File: src/rtl/fdfd_pkg.sv
// Shared types and constants for the frame difference flame detector.
// No dependencies; all other rtl files except fdfd_mask_ram refer to it by scoped names.
`default_nettype none

package fdfd_pkg;

  // Mask store and row geometry
  localparam int MASK_PIXELS = 2097152;
  localparam int MAX_ROWS    = 4096;
  localparam int MASK_AW     = $clog2(MASK_PIXELS);      // index into the store
  localparam int ADDR_W      = $clog2(MASK_PIXELS + 1);  // address that can reach the depth
  localparam int ROW_W       = $clog2(MAX_ROWS);

  // Register and field widths
  localparam int PIX_W    = 8;
  localparam int COUNT_W  = 22;
  localparam int FIRST_W  = 12;
  localparam int ROWCNT_W = 13;
  localparam int CMP_W    = ((ROW_W > ROWCNT_W) ? ROW_W : ROWCNT_W) + 1;

  // BT.601 luma weights in Q14
  localparam int GRAY_SUM_W = 22;
  localparam int GRAY_SHIFT = 14;
  localparam logic [GRAY_SUM_W-1:0] COEF_R  = GRAY_SUM_W'(4899);
  localparam logic [GRAY_SUM_W-1:0] COEF_G  = GRAY_SUM_W'(9617);
  localparam logic [GRAY_SUM_W-1:0] COEF_B  = GRAY_SUM_W'(1868);
  localparam logic [GRAY_SUM_W-1:0] ROUND_C = GRAY_SUM_W'(8192);

  // Configuration register indexes
  localparam int CFG_IDX_W = 3;
  localparam logic [CFG_IDX_W-1:0] REG_GRAY_THRESHOLD = 3'd0;
  localparam logic [CFG_IDX_W-1:0] REG_LIT_MINIMUM    = 3'd1;
  localparam logic [CFG_IDX_W-1:0] REG_CHANGE_MINIMUM = 3'd2;
  localparam logic [CFG_IDX_W-1:0] REG_BAND_FIRST_ROW = 3'd3;
  localparam logic [CFG_IDX_W-1:0] REG_BAND_ROW_COUNT = 3'd4;

  // Register reset values
  localparam logic [PIX_W-1:0]    RST_GRAY_THRESHOLD = 8'd50;
  localparam logic [COUNT_W-1:0]  RST_LIT_MINIMUM    = 22'd5;
  localparam logic [COUNT_W-1:0]  RST_CHANGE_MINIMUM = 22'd5;
  localparam logic [FIRST_W-1:0]  RST_BAND_FIRST_ROW = 12'd161;
  localparam logic [ROWCNT_W-1:0] RST_BAND_ROW_COUNT = 13'd753;

  // One pixel word on its way from the front stage to the judge stage
  typedef struct packed {
    logic               valid;
    logic               use_pix;    // band pixel that fits in the store
    logic               ovf;        // band pixel beyond the store
    logic               frame_end;
    logic [PIX_W-1:0]   gray;
    logic [MASK_AW-1:0] addr;
  } item_t;

  // Mask read request issued at acceptance
  typedef struct packed {
    logic               en;
    logic [MASK_AW-1:0] addr;
  } rd_req_t;

endpackage

`default_nettype wire

File: src/rtl/fdfd_judge.sv
// Judge stage: compares each new mask bit with the stored one, keeps the
// frame counters, writes the mask back and holds the frame result.
// Depends on fdfd_pkg.
`default_nettype none

module fdfd_judge (
  input  wire logic                          clk,
  input  wire logic                          rst_n,
  input  wire fdfd_pkg::item_t               item,
  input  wire fdfd_pkg::rd_req_t             rd_req,
  input  wire logic                          rd_data,
  input  wire logic [fdfd_pkg::PIX_W-1:0]    gray_threshold,
  input  wire logic [fdfd_pkg::COUNT_W-1:0]  lit_minimum,
  input  wire logic [fdfd_pkg::COUNT_W-1:0]  change_minimum,
  input  wire logic                          out_ready,
  output logic                               adv,
  output logic                               wr_en,
  output logic [fdfd_pkg::MASK_AW-1:0]       wr_addr,
  output logic                               wr_data,
  output logic                               out_valid,
  output logic                               fire_found,
  output logic [fdfd_pkg::COUNT_W-1:0]       lit_pixels,
  output logic [fdfd_pkg::COUNT_W-1:0]       changed_pixels,
  output logic                               store_overflow
);

  localparam logic [fdfd_pkg::COUNT_W-1:0] COUNT_MAX = '1;

  logic                         retire, now, prev_bit;
  logic                         first_r, first_nxt;
  logic                         ovf_r, ovf_nxt, ovf_upd;
  logic [fdfd_pkg::COUNT_W-1:0] lit_r, lit_nxt, lit_upd;
  logic [fdfd_pkg::COUNT_W-1:0] chg_r, chg_nxt, chg_upd;
  logic                         fwd_r, fwd_bit_r;
  logic                         out_valid_r, out_valid_nxt;
  logic                         fire_r, oflow_r;
  logic [fdfd_pkg::COUNT_W-1:0] lit_out_r, chg_out_r;

  // Hold the stage only when a frame result finds the output still full
  assign adv    = !item.valid || !item.frame_end || !out_valid_r || out_ready;
  assign retire = item.valid && adv;

  assign now      = item.gray > gray_threshold;
  assign prev_bit = fwd_r ? fwd_bit_r : rd_data;

  assign wr_en   = retire && item.use_pix;
  assign wr_addr = item.addr;
  assign wr_data = now;

  always_comb begin
    lit_upd = lit_r;
    chg_upd = chg_r;
    ovf_upd = ovf_r || item.ovf;
    if (item.use_pix) begin
      if (now && (lit_r != COUNT_MAX)) begin
        lit_upd = lit_r + fdfd_pkg::COUNT_W'(1);
      end
      if (!first_r && (now != prev_bit) && (chg_r != COUNT_MAX)) begin
        chg_upd = chg_r + fdfd_pkg::COUNT_W'(1);
      end
    end
  end

  always_comb begin
    lit_nxt       = lit_r;
    chg_nxt       = chg_r;
    ovf_nxt       = ovf_r;
    first_nxt     = first_r;
    out_valid_nxt = out_valid_r && !out_ready;
    if (retire) begin
      if (item.frame_end) begin
        lit_nxt       = '0;
        chg_nxt       = '0;
        ovf_nxt       = 1'b0;
        first_nxt     = 1'b0;
        out_valid_nxt = 1'b1;
      end else begin
        lit_nxt = lit_upd;
        chg_nxt = chg_upd;
        ovf_nxt = ovf_upd;
      end
    end
  end

  always_ff @(posedge clk) begin
    if (!rst_n) begin
      lit_r       <= '0;
      chg_r       <= '0;
      ovf_r       <= 1'b0;
      first_r     <= 1'b1;
      out_valid_r <= 1'b0;
      fwd_r       <= 1'b0;
    end else begin
      lit_r       <= lit_nxt;
      chg_r       <= chg_nxt;
      ovf_r       <= ovf_nxt;
      first_r     <= first_nxt;
      out_valid_r <= out_valid_nxt;
      if (rd_req.en) begin
        fwd_r <= wr_en && (wr_addr == rd_req.addr);
      end
    end
  end

  // Bypass a write that lands on the entry being read in the same cycle
  always_ff @(posedge clk) begin
    if (rd_req.en) begin
      fwd_bit_r <= wr_data;
    end
  end

  always_ff @(posedge clk) begin
    if (retire && item.frame_end) begin
      fire_r    <= !first_r && (lit_upd > lit_minimum) && (chg_upd > change_minimum);
      lit_out_r <= lit_upd;
      chg_out_r <= chg_upd;
      oflow_r   <= ovf_upd;
    end
  end

  assign out_valid      = out_valid_r;
  assign fire_found     = fire_r;
  assign lit_pixels     = lit_out_r;
  assign changed_pixels = chg_out_r;
  assign store_overflow = oflow_r;

endmodule

`default_nettype wire

File: config.mk
export PLATFORM = sky130hd
export DESIGN_NAME = fdfd_judge
export DESIGN_NICKNAME = d
export VERILOG_FILES = /design/src/rtl/fdfd_pkg.sv /design/src/rtl/fdfd_judge.sv
export SDC_FILE = /design/constraint.sdc
export NUM_CORES = 1
export LEC_CHECK = 0
export BUFFER_PORTS_ARGS = -buffer_cell sky130_fd_sc_hd__buf_2
export CORE_AREA = 3 3 120 122
export DETAILED_ROUTE_END_ITERATION = 10
export DIE_AREA = 0 0 123 125
export HOLD_SLACK_MARGIN = 0.02
export PLACE_DENSITY_LB_ADDON = 0.25
export SYNTH_ARGS = -nofsm -noshare
export SYNTH_HDL_FRONTEND = slang
export SYNTH_SLANG_ARGS = --single-unit
File: constraint.sdc
create_clock -name clk -period 3.7 [get_ports clk]
set_input_delay 0.74 -clock clk [delete_from_list [all_inputs] [get_ports clk]]
set_output_delay 0.74 -clock clk [all_outputs]
set_load 0.01 [all_outputs]
==> impl_metrics.sql <==
INSERT INTO impl_metrics (metric_group, metric, value, unit) VALUES
('setup_path', 'path_depth', '17', ''),
('setup_path', 'critical_path.startpoint', 'item[27]', ''),
('yosys', 'synth_async_sr_flop_share', '0', ''),
('sta', 'final_max_slew_viol_count', '0', ''),
('yosys', 'post-synth-top-area-cell', 'edfxtp_1', ''),
('run_status', 'violations', 'negative setup slack', ''),
('pwr', 'worst_ir_drop_vdd', '232.8', 'uV'),
('clock_tree', 'h-tree-depth', '3', ''),
('clock_tree', 'cts_root_buf', 'clkbuf_16', ''),
('setup_path', 'critPathMostFrequentCell', 'nand4_1', ''),
('clock_tree', 'ctsLongestPathBuffers', '2', ''),
('setup_path', 'worst-endpoint-required', '3.79', 'ns'),
('setup_path', 'crit_path_top_delay_cell', 'a211o_2', ''),
('cells_and_area', 'area.growth.synth_to_final', '36.24', '%'),
('place', 'port_buffers', '181', ''),
('grt', 'grtUsageTotal', '0.2404', ''),
('sta', 'transition_time_of_the_tightest_slew_check_pin', '0.8165', 'ns'),
('setup_path', 'critPathCapture', 'fire_found', ''),
('grt', 'globalRoute.totalOverflow', '0', ''),
('setup_path', 'cp_cell_sequence', 'buf_2, ha_4, nand4_1, a211o_2, buf_12, a21oi_4, buf_6, buf_6, nand4_1, xnor2_2, ha_1, nand4_1, nor2_2, o31ai_2, o211ai_1, a211oi_2, nor3_1', ''),
('cells_and_area', 'finalCoreUtilization', '0.6581', ''),
('drt', 'drt_wl_total', '18790', 'um'),
('run_status', 'run_status', 'complete, but fails checks', ''),
('drt', 'detail_route.drc_violations', '0', ''),
('grt', 'grt_pass1_vias', '6002', ''),
('clock_tree', 'insertion_delay', '0.35', 'ns'),
('setup_path', 'worst-path-max-fanout', '5', ''),
('yosys', 'yosys-top-cells-area', 'edfxtp_1 (22%), dfxtp_1 (15%), ha_1 (11%), xor2_1 (5.2%), xnor2_1 (3.4%)', ''),
('drt', 'dr.pass1.iters', '5', ''),
('clock_tree', 'cts-buffers-inserted', '9', ''),
('clock_tree', 'tritoncts_num_sinks', '95', ''),
('die', 'die_span_x', '123', 'um'),
('place', 'dpl.cell_count', '1089', ''),
('setup_path', 'rr_endpoint', 'fire_found', ''),
('die', 'initial_core_util', '0.4831', ''),
('clock_tree', 'cts_tree', 'done', ''),
('flow_run', 'max_cap_violations', '0', ''),
('cells_and_area', 'fraction_of_layout_cells_with_a_size_suffix_above_1', '0.3859', ''),
('yosys', 'synthTopCellsByCount', 'inv_1 (58), nand2_1 (57), ha_1 (54)', ''),
('yosys', 'yosysTopAreaCellShare', '0.2198', ''),
('sta', 'hold_viol_final', '0', ''),
('setup_path', 'ff2ff_path_depth', '14', ''),
('sta', 'max_clock_freq', '0.2590', 'GHz'),
('setup_path', 'crit-reg2reg-launch', 'chg_r[5]', ''),
('yosys', 'fraction_of_the_mapped_netlist_area_in_simple_logic_gates', '0.1977', ''),
('sta', 'layout_setup_ws', '-0.1607', 'ns'),
('yosys', 'ys_seq_elements', '95', ''),
('die', 'floorplan.io_pins', '182', ''),
('drt', 'vias_per_cell', '5.518', ''),
('yosys', 'count_of_flip_flops_with_a_built_in_enable_after_synthesis', '47', ''),
('grt', 'grt_start_max_net_pins', '48', ''),
('sta', 'setup_viol', '1', ''),
('pwr', 'power_density', '276.0', 'nW/um^2'),
('setup_path', 'timing.critical_path.buf_inv', '4', ''),
('yosys', 'synth_cells', '704', ''),
('yosys', 'avgSynthCellArea', '9.123', 'um^2'),
('yosys', 'yosysWarnings', '0', ''),
('clock_tree', 'clk_slew_on_worst_s_h_paths', '0.07', 'ns'),
('sta', 'skew', '0.008916', 'ns'),
('yosys', 'synthMuxAreaShare', '0.01344', ''),
('setup_path', 'worstSetupStartpointType', 'primary input', ''),
('yosys', 'synth_top_family_by_area', 'simple AND/OR/NAND/NOR gates', ''),
('sta', 'timing.final.crit_period', '3.861', 'ns'),
('setup_path', 'worst_path_dominant_cell_family', 'compound AO/OA/AOI/OAI gates', ''),
('yosys', 'synth_nets', '869', ''),
('sta', 'timing.final.crit_share', '1.043', ''),
('drt', 'route.vias.total', '6219', ''),
('yosys', 'mappedNetlistArea', '6422', 'um^2'),
('die', 'core_area', '13300', 'um^2'),
('die', 'floorplan.die.height', '125', 'um'),
('cells_and_area', 'num-fill-cells', '1076', '');
-- repair_timing --
item	CTS	global route
endpoints found under the hold margin	0	0
gates resized for setup	31	22
buffers inserted	13	9
pin swaps	24	21
endpoints found under the setup margin	1	1
-- power by group --
| part | internal (uW) | switching [uW] |
|---|---|---|
| registers | 1130 | 7.40 |
| logic | 175 | 207 |
| clock network | 477 | 421 |
| total | 1780 | 635 |
-- registers in the layout (all words and copies together) (netlist names) --
| signal | flops |
|---|---|
| fwd_bit_r | 1 |
| chg_r | 22 |
| store_overflow | 1 |
| first_r | 1 |
| fwd_r | 1 |
| fire_found | 1 |
| lit_r | 22 |
| changed_pixels | 22 |
| lit_pixels | 22 |
| out_valid | 1 |
| ovf_r | 1 |
-- placed cells by master (no fill, tap or decap), types with 11 or more instances in the layout --
cell,synthesis,final
xnor2_1,25,15
inv_1,58,53
nor3_1,18,16
ha_1,54,47
a31oi_1,24,24
dfxtp_1,48,48
nand4_1,27,27
nand3_1,17,16
buf_4,22,95
nand2_1,57,55
a21oi_1,27,24
nor2_1,32,24
buf_6,1,11
a21o_1,21,21
o21ai_0,26,21
xor2_1,38,34
buf_2,7,173
edfxtp_1,47,47
-- area by class of cell --
| type | instances | area (um^2) | area share |
|---|---|---|---|
| tap | 176 | 220.2 | 0.02517 |
| clock buffer | 10 | 239.0 | 0.02731 |
| sequential | 95 | 2372 | 0.2711 |
| inverter | 58 | 242.7 | 0.02774 |
| clock inverter | 6 | 43.79 | 0.005005 |
| multi-input combinational | 500 | 3874 | 0.4427 |
| timing repair buffer | 282 | 1758 | 0.2009 |
-- worst min-delay path by stage --
stage	startpoint	endpoint	slack [ns]	cells after the start
after global placement	chg_r[7]	chg_r[7]	0.45	1
after detailed placement	chg_r[7]	chg_r[7]	0.45	1
after global routing	chg_r[7]	chg_r[7]	0.51	1
final	chg_r[7]	chg_r[7]	0.47	1
after CTS	chg_r[7]	chg_r[7]	0.47	1
after floorplan	chg_r[7]	chg_r[7]	0.43	1
-- kinds of logic after synthesis --
family,Yosys count
compound gates,145
xor+xnor,63
mux,8
buf+inv,109
flops,95
simple gates,230
fa+ha+maj,54
-- per-layer routing --
| layer | GRT usage | part of all wire | vias to the layer above |
|---|---|---|---|
| met5 | 0 | 0 | - |
| met4 | 0.06775 | 0.015 | 0 |
| met3 | 0.03975 | 0.077 | 24 |
| met2 | 0.3969 | 0.48 | 243 |
| met1 | 0.3252 | 0.43 | 2939 |
| li1 | - | - | 3013 |
-- through the flow --
| stage | hold WS [ns] | area (um^2) | setup TNS, ns | total power, uW | worst slack, ns |
|---|---|---|---|---|---|
| 2_1_floorplan | 0.4341 | 6590 | -0.07508 | 1347 | -0.07508 |
| 3_3_place_gp | 0.4547 | 8029 | -0.8783 | 1506 | -0.8783 |
| 3_5_place_dp | 0.4547 | 8029 | -0.8836 | 1519 | -0.8836 |
| 4_1_cts | 0.4687 | 8583 | -0.03853 | 2415 | -0.03853 |
| 5_1_grt | 0.5053 | 8750 | -0.3635 | 2516 | -0.3635 |
| 6_report | 0.4651 | 8750 | -0.1607 | 2415 | -0.1607 |
Power figures use the tool's default switching activity.
