==> src/rtl/fdfd_pkg.sv <==
// Shared types and constants for the frame difference flame detector.
// No dependencies; all other rtl files except fdfd_mask_ram refer to it by scoped names.
`default_nettype none

package fdfd_pkg;

  // Mask store and row geometry
  localparam int MASK_PIXELS = 2097152;
  localparam int MAX_ROWS    = 4096;
  localparam int MASK_AW     = $clog2(MASK_PIXELS);      // index into the store
  localparam int ADDR_W      = $clog2(MASK_PIXELS + 1);  // address that can reach the depth
  localparam int ROW_W       = $clog2(MAX_ROWS);

  // Register and field widths
  localparam int PIX_W    = 8;
  localparam int COUNT_W  = 22;
  localparam int FIRST_W  = 12;
  localparam int ROWCNT_W = 13;
  localparam int CMP_W    = ((ROW_W > ROWCNT_W) ? ROW_W : ROWCNT_W) + 1;

  // BT.601 luma weights in Q14
  localparam int GRAY_SUM_W = 22;
  localparam int GRAY_SHIFT = 14;
  localparam logic [GRAY_SUM_W-1:0] COEF_R  = GRAY_SUM_W'(4899);
  localparam logic [GRAY_SUM_W-1:0] COEF_G  = GRAY_SUM_W'(9617);
  localparam logic [GRAY_SUM_W-1:0] COEF_B  = GRAY_SUM_W'(1868);
  localparam logic [GRAY_SUM_W-1:0] ROUND_C = GRAY_SUM_W'(8192);

  // Configuration register indexes
  localparam int CFG_IDX_W = 3;
  localparam logic [CFG_IDX_W-1:0] REG_GRAY_THRESHOLD = 3'd0;
  localparam logic [CFG_IDX_W-1:0] REG_LIT_MINIMUM    = 3'd1;
  localparam logic [CFG_IDX_W-1:0] REG_CHANGE_MINIMUM = 3'd2;
  localparam logic [CFG_IDX_W-1:0] REG_BAND_FIRST_ROW = 3'd3;
  localparam logic [CFG_IDX_W-1:0] REG_BAND_ROW_COUNT = 3'd4;

  // Register reset values
  localparam logic [PIX_W-1:0]    RST_GRAY_THRESHOLD = 8'd50;
  localparam logic [COUNT_W-1:0]  RST_LIT_MINIMUM    = 22'd5;
  localparam logic [COUNT_W-1:0]  RST_CHANGE_MINIMUM = 22'd5;
  localparam logic [FIRST_W-1:0]  RST_BAND_FIRST_ROW = 12'd161;
  localparam logic [ROWCNT_W-1:0] RST_BAND_ROW_COUNT = 13'd753;

  // One pixel word on its way from the front stage to the judge stage
  typedef struct packed {
    logic               valid;
    logic               use_pix;    // band pixel that fits in the store
    logic               ovf;        // band pixel beyond the store
    logic               frame_end;
    logic [PIX_W-1:0]   gray;
    logic [MASK_AW-1:0] addr;
  } item_t;

  // Mask read request issued at acceptance
  typedef struct packed {
    logic               en;
    logic [MASK_AW-1:0] addr;
  } rd_req_t;

endpackage

`default_nettype wire

==> src/rtl/fdfd_front.sv <==
// Front stage: accepts pixel words, tracks row and mask address, computes
// gray and issues the mask read. Depends on fdfd_pkg.
`default_nettype none

module fdfd_front (
  input  wire logic                         clk,
  input  wire logic                         rst_n,
  input  wire logic                         accept,
  input  wire logic                         adv,
  input  wire logic [fdfd_pkg::PIX_W-1:0]   red,
  input  wire logic [fdfd_pkg::PIX_W-1:0]   green,
  input  wire logic [fdfd_pkg::PIX_W-1:0]   blue,
  input  wire logic                         line_end,
  input  wire logic                         frame_end,
  input  wire logic [fdfd_pkg::FIRST_W-1:0] band_first_row,
  input  wire logic [fdfd_pkg::ROWCNT_W-1:0] band_row_count,
  output fdfd_pkg::item_t                   item,
  output fdfd_pkg::rd_req_t                 rd_req
);

  logic [fdfd_pkg::ROW_W-1:0]      row_r, row_nxt;
  logic [fdfd_pkg::ADDR_W-1:0]     addr_r, addr_nxt;
  fdfd_pkg::item_t                 item_r, item_nxt;
  logic [fdfd_pkg::CMP_W-1:0]      row_ext, first_ext, diff;
  logic                            in_band, fits;
  logic [fdfd_pkg::GRAY_SUM_W-1:0] gray_sum;

  always_comb begin
    row_ext   = fdfd_pkg::CMP_W'(row_r);
    first_ext = fdfd_pkg::CMP_W'(band_first_row);
    diff      = row_ext - first_ext;
    in_band   = (row_ext >= first_ext) &&
                (diff < fdfd_pkg::CMP_W'(band_row_count));
    fits      = addr_r < fdfd_pkg::ADDR_W'(fdfd_pkg::MASK_PIXELS);
    gray_sum  = fdfd_pkg::GRAY_SUM_W'(red)   * fdfd_pkg::COEF_R +
                fdfd_pkg::GRAY_SUM_W'(green) * fdfd_pkg::COEF_G +
                fdfd_pkg::GRAY_SUM_W'(blue)  * fdfd_pkg::COEF_B +
                fdfd_pkg::ROUND_C;
  end

  // Row and address bookkeeping, updated only on accepted words
  always_comb begin
    row_nxt  = row_r;
    addr_nxt = addr_r;
    if (accept) begin
      if (frame_end) begin
        row_nxt  = '0;
        addr_nxt = '0;
      end else begin
        if (in_band && fits) begin
          addr_nxt = addr_r + fdfd_pkg::ADDR_W'(1);
        end
        if (line_end && (row_r < fdfd_pkg::ROW_W'(fdfd_pkg::MAX_ROWS - 1))) begin
          row_nxt = row_r + fdfd_pkg::ROW_W'(1);
        end
      end
    end
  end

  always_comb begin
    item_nxt = item_r;
    if (accept) begin
      item_nxt.valid     = 1'b1;
      item_nxt.use_pix   = in_band && fits;
      item_nxt.ovf       = in_band && !fits;
      item_nxt.frame_end = frame_end;
      item_nxt.gray      = gray_sum[fdfd_pkg::GRAY_SHIFT +: fdfd_pkg::PIX_W];
      item_nxt.addr      = addr_r[fdfd_pkg::MASK_AW-1:0];
    end else if (adv) begin
      item_nxt.valid = 1'b0;
    end
  end

  always_ff @(posedge clk) begin
    if (!rst_n) begin
      row_r        <= '0;
      addr_r       <= '0;
      item_r.valid <= 1'b0;
    end else begin
      row_r        <= row_nxt;
      addr_r       <= addr_nxt;
      item_r.valid <= item_nxt.valid;
    end
    item_r.use_pix   <= item_nxt.use_pix;
    item_r.ovf       <= item_nxt.ovf;
    item_r.frame_end <= item_nxt.frame_end;
    item_r.gray      <= item_nxt.gray;
    item_r.addr      <= item_nxt.addr;
  end

  assign item        = item_r;
  assign rd_req.en   = accept && in_band && fits;
  assign rd_req.addr = addr_r[fdfd_pkg::MASK_AW-1:0];

endmodule

`default_nettype wire

==> config.mk <==
export PLATFORM = sky130hd
export DESIGN_NAME = fdfd_front
export DESIGN_NICKNAME = d
export VERILOG_FILES = /design/src/rtl/fdfd_pkg.sv /design/src/rtl/fdfd_front.sv
export SDC_FILE = /design/constraint.sdc
export NUM_CORES = 1
export LEC_CHECK = 0
export ABC_AREA = 1
export BUFFER_PORTS_ARGS = -buffer_cell sky130_fd_sc_hd__buf_2
export CORE_MARGIN = 1.5
export CORE_UTILIZATION = 66
export DETAILED_ROUTE_END_ITERATION = 16
export PLACE_DENSITY = 0.89
export SLEW_MARGIN = 40
export SYNTH_ARGS = -nofsm -noshare
export SYNTH_HDL_FRONTEND = slang
export SYNTH_SLANG_ARGS = --single-unit
export TNS_END_PERCENT = 1
==> constraint.sdc <==
create_clock -name clk -period 20.2 [get_ports clk]
set_input_delay 1.01 -clock clk [delete_from_list [all_inputs] [get_ports clk]]
set_output_delay 1.01 -clock clk [all_outputs]
set_load 0.02 [all_outputs]
==> results of run 1 <==
==> cell usage in the layout, fill, tap and decap left out, types with 4 or more instances in the layout <==
cell type and instances:
or2_2 6, fa_1 88, nand3_1 45, dfxtp_1 35, a21oi_1 50, xor2_1 21
nor4_1 4, xnor2_1 11, nand3_2 4, nor2_1 51, a31oi_1 4, nor3_1 13
clkbuf_16 9, o21bai_1 9, nand4_1 20, ha_1 168, inv_1 345, o21ai_0 29
nand2_1 198, edfxtp_1 32, buf_2 108
==> per-stage QoR <==
stage / std cells / util (%) / cell area [um2] / worst slack (ps) / hold slack, ps
floorplan: 1188 / - / 9480 / 12930 / 426
global placement: 1451 / 72.2 / 10100 / 12500 / 437
detailed placement: 1451 / 72.2 / 10100 / 12270 / 442
CTS: 1467 / 74.1 / 10300 / 12630 / 455
global route: 1467 / 74.1 / 10300 / 12160 / 489
finish: 1467 / 74.1 / 10300 / 12600 / 451
==> layout make-up <==
type                    instances  area, um2
clock buffers                  10        229
well taps                     180        225
clock inverters                 6       42.5
flip-flops and latches         67       1660
inverters                     345       1290
fillers                      1007       3600
multi-input cells             750       6330
repair buffers                109        548
==> state kept, by name, indices dropped and copies added (netlist names) <==
register  flops
item         33
row_r        12
addr_r       22
==> worst max-delay path, delay by kind of cell <==
family          cells  cell delay (ps)
buf+inv             7              460
xor+xnor            2              370
simple gates        3              260
fa+ha+maj          11             4660
compound gates      6              920
==> layer usage <==
layer	wire length, um	vias to the layer above	track usage, %
met3	1050	49	4.00
met2	10100	244	49.6
met4	690	0	11.8
li1	-	3856	-
met5	0	-	0
met1	8440	3598	33.2
==> final timing paths <==
kind                            from                      end
max reg2reg    row_r[0]$_SDFFE_PN0P_   addr_r[3]$_SDFFE_PN0P_
max                          blue[2]       item[28]$_DFFE_PP_
min reg2reg  addr_r[21]$_SDFFE_PN0P_  addr_r[21]$_SDFFE_PN0P_
min          addr_r[21]$_SDFFE_PN0P_  addr_r[21]$_SDFFE_PN0P_
==> cell families (layout without fill, tap and decap cells) <==
family                     after synthesis  after routing  synth area share, %
xor gates and xnor gates                32             32                 2.96
buffers and inverters                  371            470                 15.7
DFF                                     67             67                 17.5
AOI/OAI and AO/OA                      109            109                 6.63
and+or+nand+nor                        353            353                 16.4
adders and majority gates              256            256                 40.8
==> impl_metrics.py, run 1 <==
metrics = {
    "worst_hold_path": {
        "holdPathStages": 2,
        "hold_path.class": "reg -> reg",
    },
    "flow_run": {
        "max_cap_viol_count": 0,
    },
    "die": {
        "ios": 110,
        "dieHeight_um": 123,
        "dieArea_um2": 15100,
        "die_w_um": 123,
        "rows": 43,
        "core_area_um2": 13900,
        "initial_core_util_pct": 68.0,
    },
    "synth": {
        "yosysWarnings": 0,
        "syn_area_um2": 9480,
        "synth_cells": 1188,
        "synth_largest_area_cell": "ha_1",
        "yosysUniqueCellTypes": 40,
        "synthArstFlopShare_pct": 0,
        "synth-edff-count": 32,
        "synth_seq_cells": 67,
        "synth.most_common_cell": "inv_1",
        "synth_common_cells": "345 x inv_1, 198 x nand2_1, 168 x ha_1",
        "synth_top_area_share_pct": 22.2,
        "yosysSeqAreaShare_pct": 17.5,
        "synth.top_cells.by_area": "ha_1 22%, fa_1 19%, inv_1 14%",
        "syn-num-nets": 1499,
        "ys.flop_type": "dfxtp_1",
        "synth_area_per_cell_um2": 7.98,
    },
    "clocking": {
        "numCtsBuffers": 9,
        "cts_tree": "yes",
        "clk_pin_slew_ps": 50,
        "post_cts_buffers": 0,
        "clk_path_buf_depth": 2,
        "clock-sinks": 67,
        "htree_levels": 3,
        "clk_latency_ps": 340,
        "clock-root-buffer": "clkbuf_16",
        "ctsHoldBuffers": 0,
        "cts_resized": 0,
    },
    "timing": {
        "skew_ps": 6.19,
        "fin_tns_setup_ps": 0,
        "finalSetupViolCount": 0,
        "relSlewSlack_pct": 46.2,
        "fmax_mhz": 132,
        "hold_viol_final": 0,
        "period_share_pct": 37.6,
        "post-route-min-period_ps": 7600,
        "maxSlewViolCount": 0,
        "tightest_slew_ps": 804,
        "rsz0062_at_grt": "no",
    },
    "cells_and_area": {
        "drive_gt1_share_pct": 11.2,
        "syn2layout_area_growth_pct": 9.02,
        "n_antenna_cell": 0,
        "layout.nets": 1593,
    },
    "routing": {
        "drc": 0,
        "vias": 7747,
        "first_pass_iters": 5,
        "post_drt_wl_per_cell_um": 13.8,
        "wl_um": 20200,
        "viasPerCell": 5.28,
        "drt_iter0_markers": 519,
        "drtAntennaViolNets": 0,
    },
    "placement": {
        "io_buffer_count": 109,
        "place_hpwl_um": 17200,
        "gp_congestion": 0.882,
    },
    "outcome": {
        "outcome": "completed",
    },
    "critical_path": {
        "path_class": "in -> reg",
        "worst-endpoint-required_ps": 20300,
        "arrival_ps": 7700,
        "reg2reg_setup_slack_ps": 16860,
        "reg2reg_depth": 21,
        "crit_slowest_cell": "fa_1",
        "cpPeakStageDelay_ps": 540,
        "startpoint_type": "primary input",
        "cp_max_fo": 6,
        "end_kind": "flip-flop",
    },
    "grt": {
        "antenna_found_initial": 0,
        "grt_pass1_wl_um": 32800,
        "grt_pass1_vias": 7565,
        "grt_overflow_total": 0,
        "grt_use_total_pct": 27.8,
        "grt_max_degree": 38,
    },
}
Power of run 1 is not shown: default switching activity piles up to over one toggle a cycle in this logic, so the estimate is an artifact.
==> run 2: changes to the inputs <==
Settings changed: CORE_UTILIZATION 66 to 61, PLACE_DENSITY 0.89 to 0.83.
Clock period 20.2 ns to 7.1 ns, I/O delays scaled along.
==> impl_metrics.py, run 2 (synthesis gave the netlist of run 1 again) <==
metrics = {
    "clocking": {
        "ctsHoldBuffers": 0,
        "numCtsBuffers": 9,
        "clk_latency_ps": 340,
        "post_cts_buffers": 0,
        "cts_tree": "yes",
        "htree_levels": 3,
        "cts_resized": 0,
        "clock-root-buffer": "clkbuf_16",
        "clk_path_buf_depth": 2,
        "clk_pin_slew_ps": 50,
        "clock-sinks": 67,
    },
    "timing": {
        "hold_ws_ps": 276,
        "maxSlewViolCount": 0,
        "period_share_pct": 95.3,
        "hold_viol_final": 0,
        "fmax_mhz": 148,
        "relSlewSlack_pct": 45.0,
        "skew_ps": 10.4,
        "tightest_slew_ps": 823,
        "finalSetupViolCount": 0,
        "rsz0062_at_grt": "no",
        "post-route-min-period_ps": 6770,
    },
    "flow_run": {
        "max_cap_viol_count": 0,
    },
    "die": {
        "dieHeight_um": 128,
        "initial_core_util_pct": 62.3,
        "die_w_um": 128,
        "ios": 110,
        "rows": 45,
        "dieArea_um2": 16300,
        "core_area_um2": 15200,
    },
    "critical_path": {
        "crit_slowest_cell": "fa_1",
        "end_kind": "flip-flop",
        "worst-endpoint-required_ps": 7190,
        "arrival_ps": 6860,
        "cpPeakStageDelay_ps": 540,
        "startpoint_type": "primary input",
        "cp_max_fo": 5,
        "path_class": "in -> reg",
    },
    "grt": {
        "grt_max_degree": 38,
        "grt_overflow_total": 0,
        "grt_pass1_wl_um": 32900,
        "antenna_found_initial": 0,
        "grt_use_total_pct": 25.1,
        "grt_pass1_vias": 7458,
    },
    "cells_and_area": {
        "layout_common_cells": "345 x inv_1, 198 x nand2_1, 167 x ha_1, 108 x buf_2, 88 x fa_1",
        "drive_gt1_share_pct": 11.6,
        "layout_commonest_cell": "inv_1",
        "largest_reg_flops": 33,
        "fill_cells": 1232,
        "final_area_um2": 10400,
        "n_antenna_cell": 0,
        "layout.nets": 1596,
        "final_cells": 1478,
        "syn2layout_area_growth_pct": 9.82,
    },
    "routing": {
        "vias": 7681,
        "wl_um": 19500,
        "first_pass_iters": 5,
        "drtAntennaViolNets": 0,
        "viasPerCell": 5.20,
        "drt_iter0_markers": 497,
        "post_drt_wl_per_cell_um": 13.2,
        "drc": 0,
    },
    "placement": {
        "place_hpwl_um": 16800,
        "io_buffer_count": 109,
        "dp.cells": 1462,
        "place_area_um2": 10100,
        "gp_congestion": 0.885,
    },
    "outcome": {
        "outcome": "completed",
    },
    "worst_hold_path": {
        "hold_path.class": "in -> reg",
    },
}
## run 2: path summary, 6_finish.rpt
check | startpoint | endpoint | slack (ps) | cells past startpoint
max reg2reg | row_r[0]$_SDFFE_PN0P_ | addr_r[16]$_SDFFE_PN0P_ | 3840 | 21
max | blue[2] | item[28]$_DFFE_PP_ | 330 | 29
min reg2reg | addr_r[21]$_SDFFE_PN0P_ | addr_r[21]$_SDFFE_PN0P_ | 460 | 2
min | rst_n | addr_r[18]$_SDFFE_PN0P_ | 280 | 3
## run 2: final cells by class
class / count / area, um2 / area share, %
clock buffers: 9 / 225 / 2.16
clock inverters: 7 / 68.8 / 0.661
inverters: 345 / 1290 / 12.4
multi-input cells: 750 / 6350 / 61.0
flip-flops and latches: 67 / 1660 / 16.0
well taps: 188 / 235 / 2.26
repair buffers: 112 / 571 / 5.48
## run 2: per-stage QoR
stage          utilization [%]  setup TNS, ps  worst slack [ps]
3_3_place_gp              66.4              0               108
4_1_cts                   68.3              0               239
5_1_grt                   68.5              0              29.6
2_1_floorplan                -              0               480
6_report                  68.5              0               331
3_5_place_dp              66.4           -201              -112
## run 2: critical path, delay by kind of cell
kind | cells | cell delay [ps]
AND/OR/NAND/NOR | 3 | 250
XOR/XNOR | 2 | 360
buffers and inverters | 7 | 440
AO/OA/AOI/OAI | 6 | 890
adder cells (fa/ha/maj) | 11 | 4550
## run 2: layer usage
layer	routed length (um)	vias to the layer above	track usage [%]
li1	-	3868	-
met2	9560	222	45.0
met5	0	-	0
met3	1040	33	4.13
met4	459	0	8.39
met1	8390	3558	30.9
Power of run 2 is left out for the same reason.
==> run 3: changes to the inputs <==
Settings changed: CAP_MARGIN set to 30, CTS_CLUSTER_SIZE set to 25, RECOVER_POWER set to 50.
==> impl_metrics.py, run 3 (synthesis gave the netlist of run 1 again) <==
metrics = {
    "placement": {
        "place_hpwl_um": 16800,
        "place_area_um2": 10100,
        "io_buffer_count": 109,
        "gp_congestion": 0.885,
        "dp.cells": 1462,
    },
    "cells_and_area": {
        "final_cells": 1478,
        "layout_commonest_cell": "inv_1",
        "layout.nets": 1596,
        "largest_reg_flops": 33,
        "layout_common_cells": "345 x inv_1, 198 x nand2_1, 167 x ha_1, 88 x fa_1, 85 x buf_2",
        "syn2layout_area_growth_pct": 9.48,
        "fill_cells": 1252,
        "drive_gt1_share_pct": 9.77,
        "n_antenna_cell": 0,
        "final_area_um2": 10400,
    },
    "timing": {
        "tightest_slew_ps": 2050,
        "rsz0062_at_grt": "no",
        "finalSetupViolCount": 0,
        "hold_ws_ps": 276,
        "post-route-min-period_ps": 6760,
        "maxSlewViolCount": 38,
        "relSlewSlack_pct": -36.9,
        "skew_ps": 9.25,
        "hold_viol_final": 0,
        "period_share_pct": 95.2,
        "fmax_mhz": 148,
    },
    "critical_path": {
        "cpPeakStageDelay_ps": 540,
        "crit_start": "blue[2]",
        "path_class": "in -> reg",
        "worst-endpoint-required_ps": 7190,
        "arrival_ps": 6850,
        "rr_startpoint": "row_r[0]$_SDFFE_PN0P_",
        "startpoint_type": "primary input",
        "crit_slowest_cell": "fa_1",
        "end_kind": "flip-flop",
        "crit_buf_inv": 7,
        "cp_max_fo": 5,
        "crit_family": "adder cells",
    },
    "outcome": {
        "violations": "max-capacitance violations, max-slew violations",
        "outcome": "finished with violations",
    },
    "routing": {
        "drt_iter0_markers": 473,
        "post_drt_wl_per_cell_um": 13.2,
        "viasPerCell": 5.18,
        "drtAntennaViolNets": 0,
        "vias": 7658,
        "first_pass_iters": 5,
        "wl_um": 19500,
        "drc": 0,
    },
    "flow_run": {
        "max_cap_viol_count": 1,
    },
    "clocking": {
        "cts_resized": 0,
        "clk_path_buf_depth": 2,
        "post_cts_buffers": 0,
        "clk_latency_ps": 340,
        "numCtsBuffers": 9,
        "clk_pin_slew_ps": 50,
        "cts_tree": "yes",
        "htree_levels": 3,
        "ctsHoldBuffers": 0,
        "clock-root-buffer": "clkbuf_16",
        "clock-sinks": 67,
    },
    "die": {
        "dieArea_um2": 16300,
        "core_area_um2": 15200,
        "die_w_um": 128,
        "dieHeight_um": 128,
        "initial_core_util_pct": 62.3,
        "ios": 110,
        "rows": 45,
    },
    "grt": {
        "grt_overflow_total": 0,
        "grt_max_degree": 38,
        "grt_pass1_vias": 7458,
        "grt_pass1_wl_um": 32900,
        "antenna_found_initial": 0,
        "grt_use_total_pct": 25.1,
    },
    "worst_hold_path": {
        "hold_path.class": "in -> reg",
        "hp-start": "rst_n",
    },
}
## run 3: path summary, 6_finish.rpt
kind,to,slack [ps],cells after the start
worst max register to register,addr_r[16]$_SDFFE_PN0P_,3820,20
worst min-delay path,addr_r[18]$_SDFFE_PN0P_,280,3
worst min register to register,addr_r[21]$_SDFFE_PN0P_,460,2
worst max-delay path,item[28]$_DFFE_PP_,340,29
## run 3: cell type report
cell class / count / area (um2) / share of cell area (%)
Tap cell: 188 / 235 / 2.27
Clock buffer: 9 / 225 / 2.17
Inverter: 345 / 1290 / 12.5
Clock inverter: 7 / 68.8 / 0.663
Sequential cell: 67 / 1660 / 16.0
Multi-Input combinational cell: 750 / 6350 / 61.2
Timing Repair Buffer: 112 / 538 / 5.19
## run 3: worst register-to-register path, stage by stage (launching register included)
cell and delay, ps:
dfxtp_1 320, inv_1 120, ha_1 160, inv_1 70, fa_1 420, nand3_1 110, nand3_2 110, a21oi_1 270
nor2_1 70, nor2_1 130, xnor2_1 80, ha_1 180, a21oi_1 120, or2_2 130, nand2_2 70, a21oi_4 140
nand4_4 150, nand2_4 330, nand2_1 90, nand2_1 90, inv_1 40
## run 3: stage by stage
stage	TNS [ps]	util [%]	setup slack, ps
4_1_cts	0	68.3	239
3_5_place_dp	-201	66.4	-112
6_report	0	68.3	342
3_3_place_gp	0	66.4	108
2_1_floorplan	0	-	480
5_1_grt	0	68.3	29.6
## run 3: layer usage
layer,GRT usage [%],up-vias,share of wire [%]
met5,0,-,0
met4,8.39,0,2.4
met3,4.13,32,5.3
met2,45.0,211,49
met1,30.9,3548,43
li1,-,3867,-
Power of run 3 is left out for the same reason.
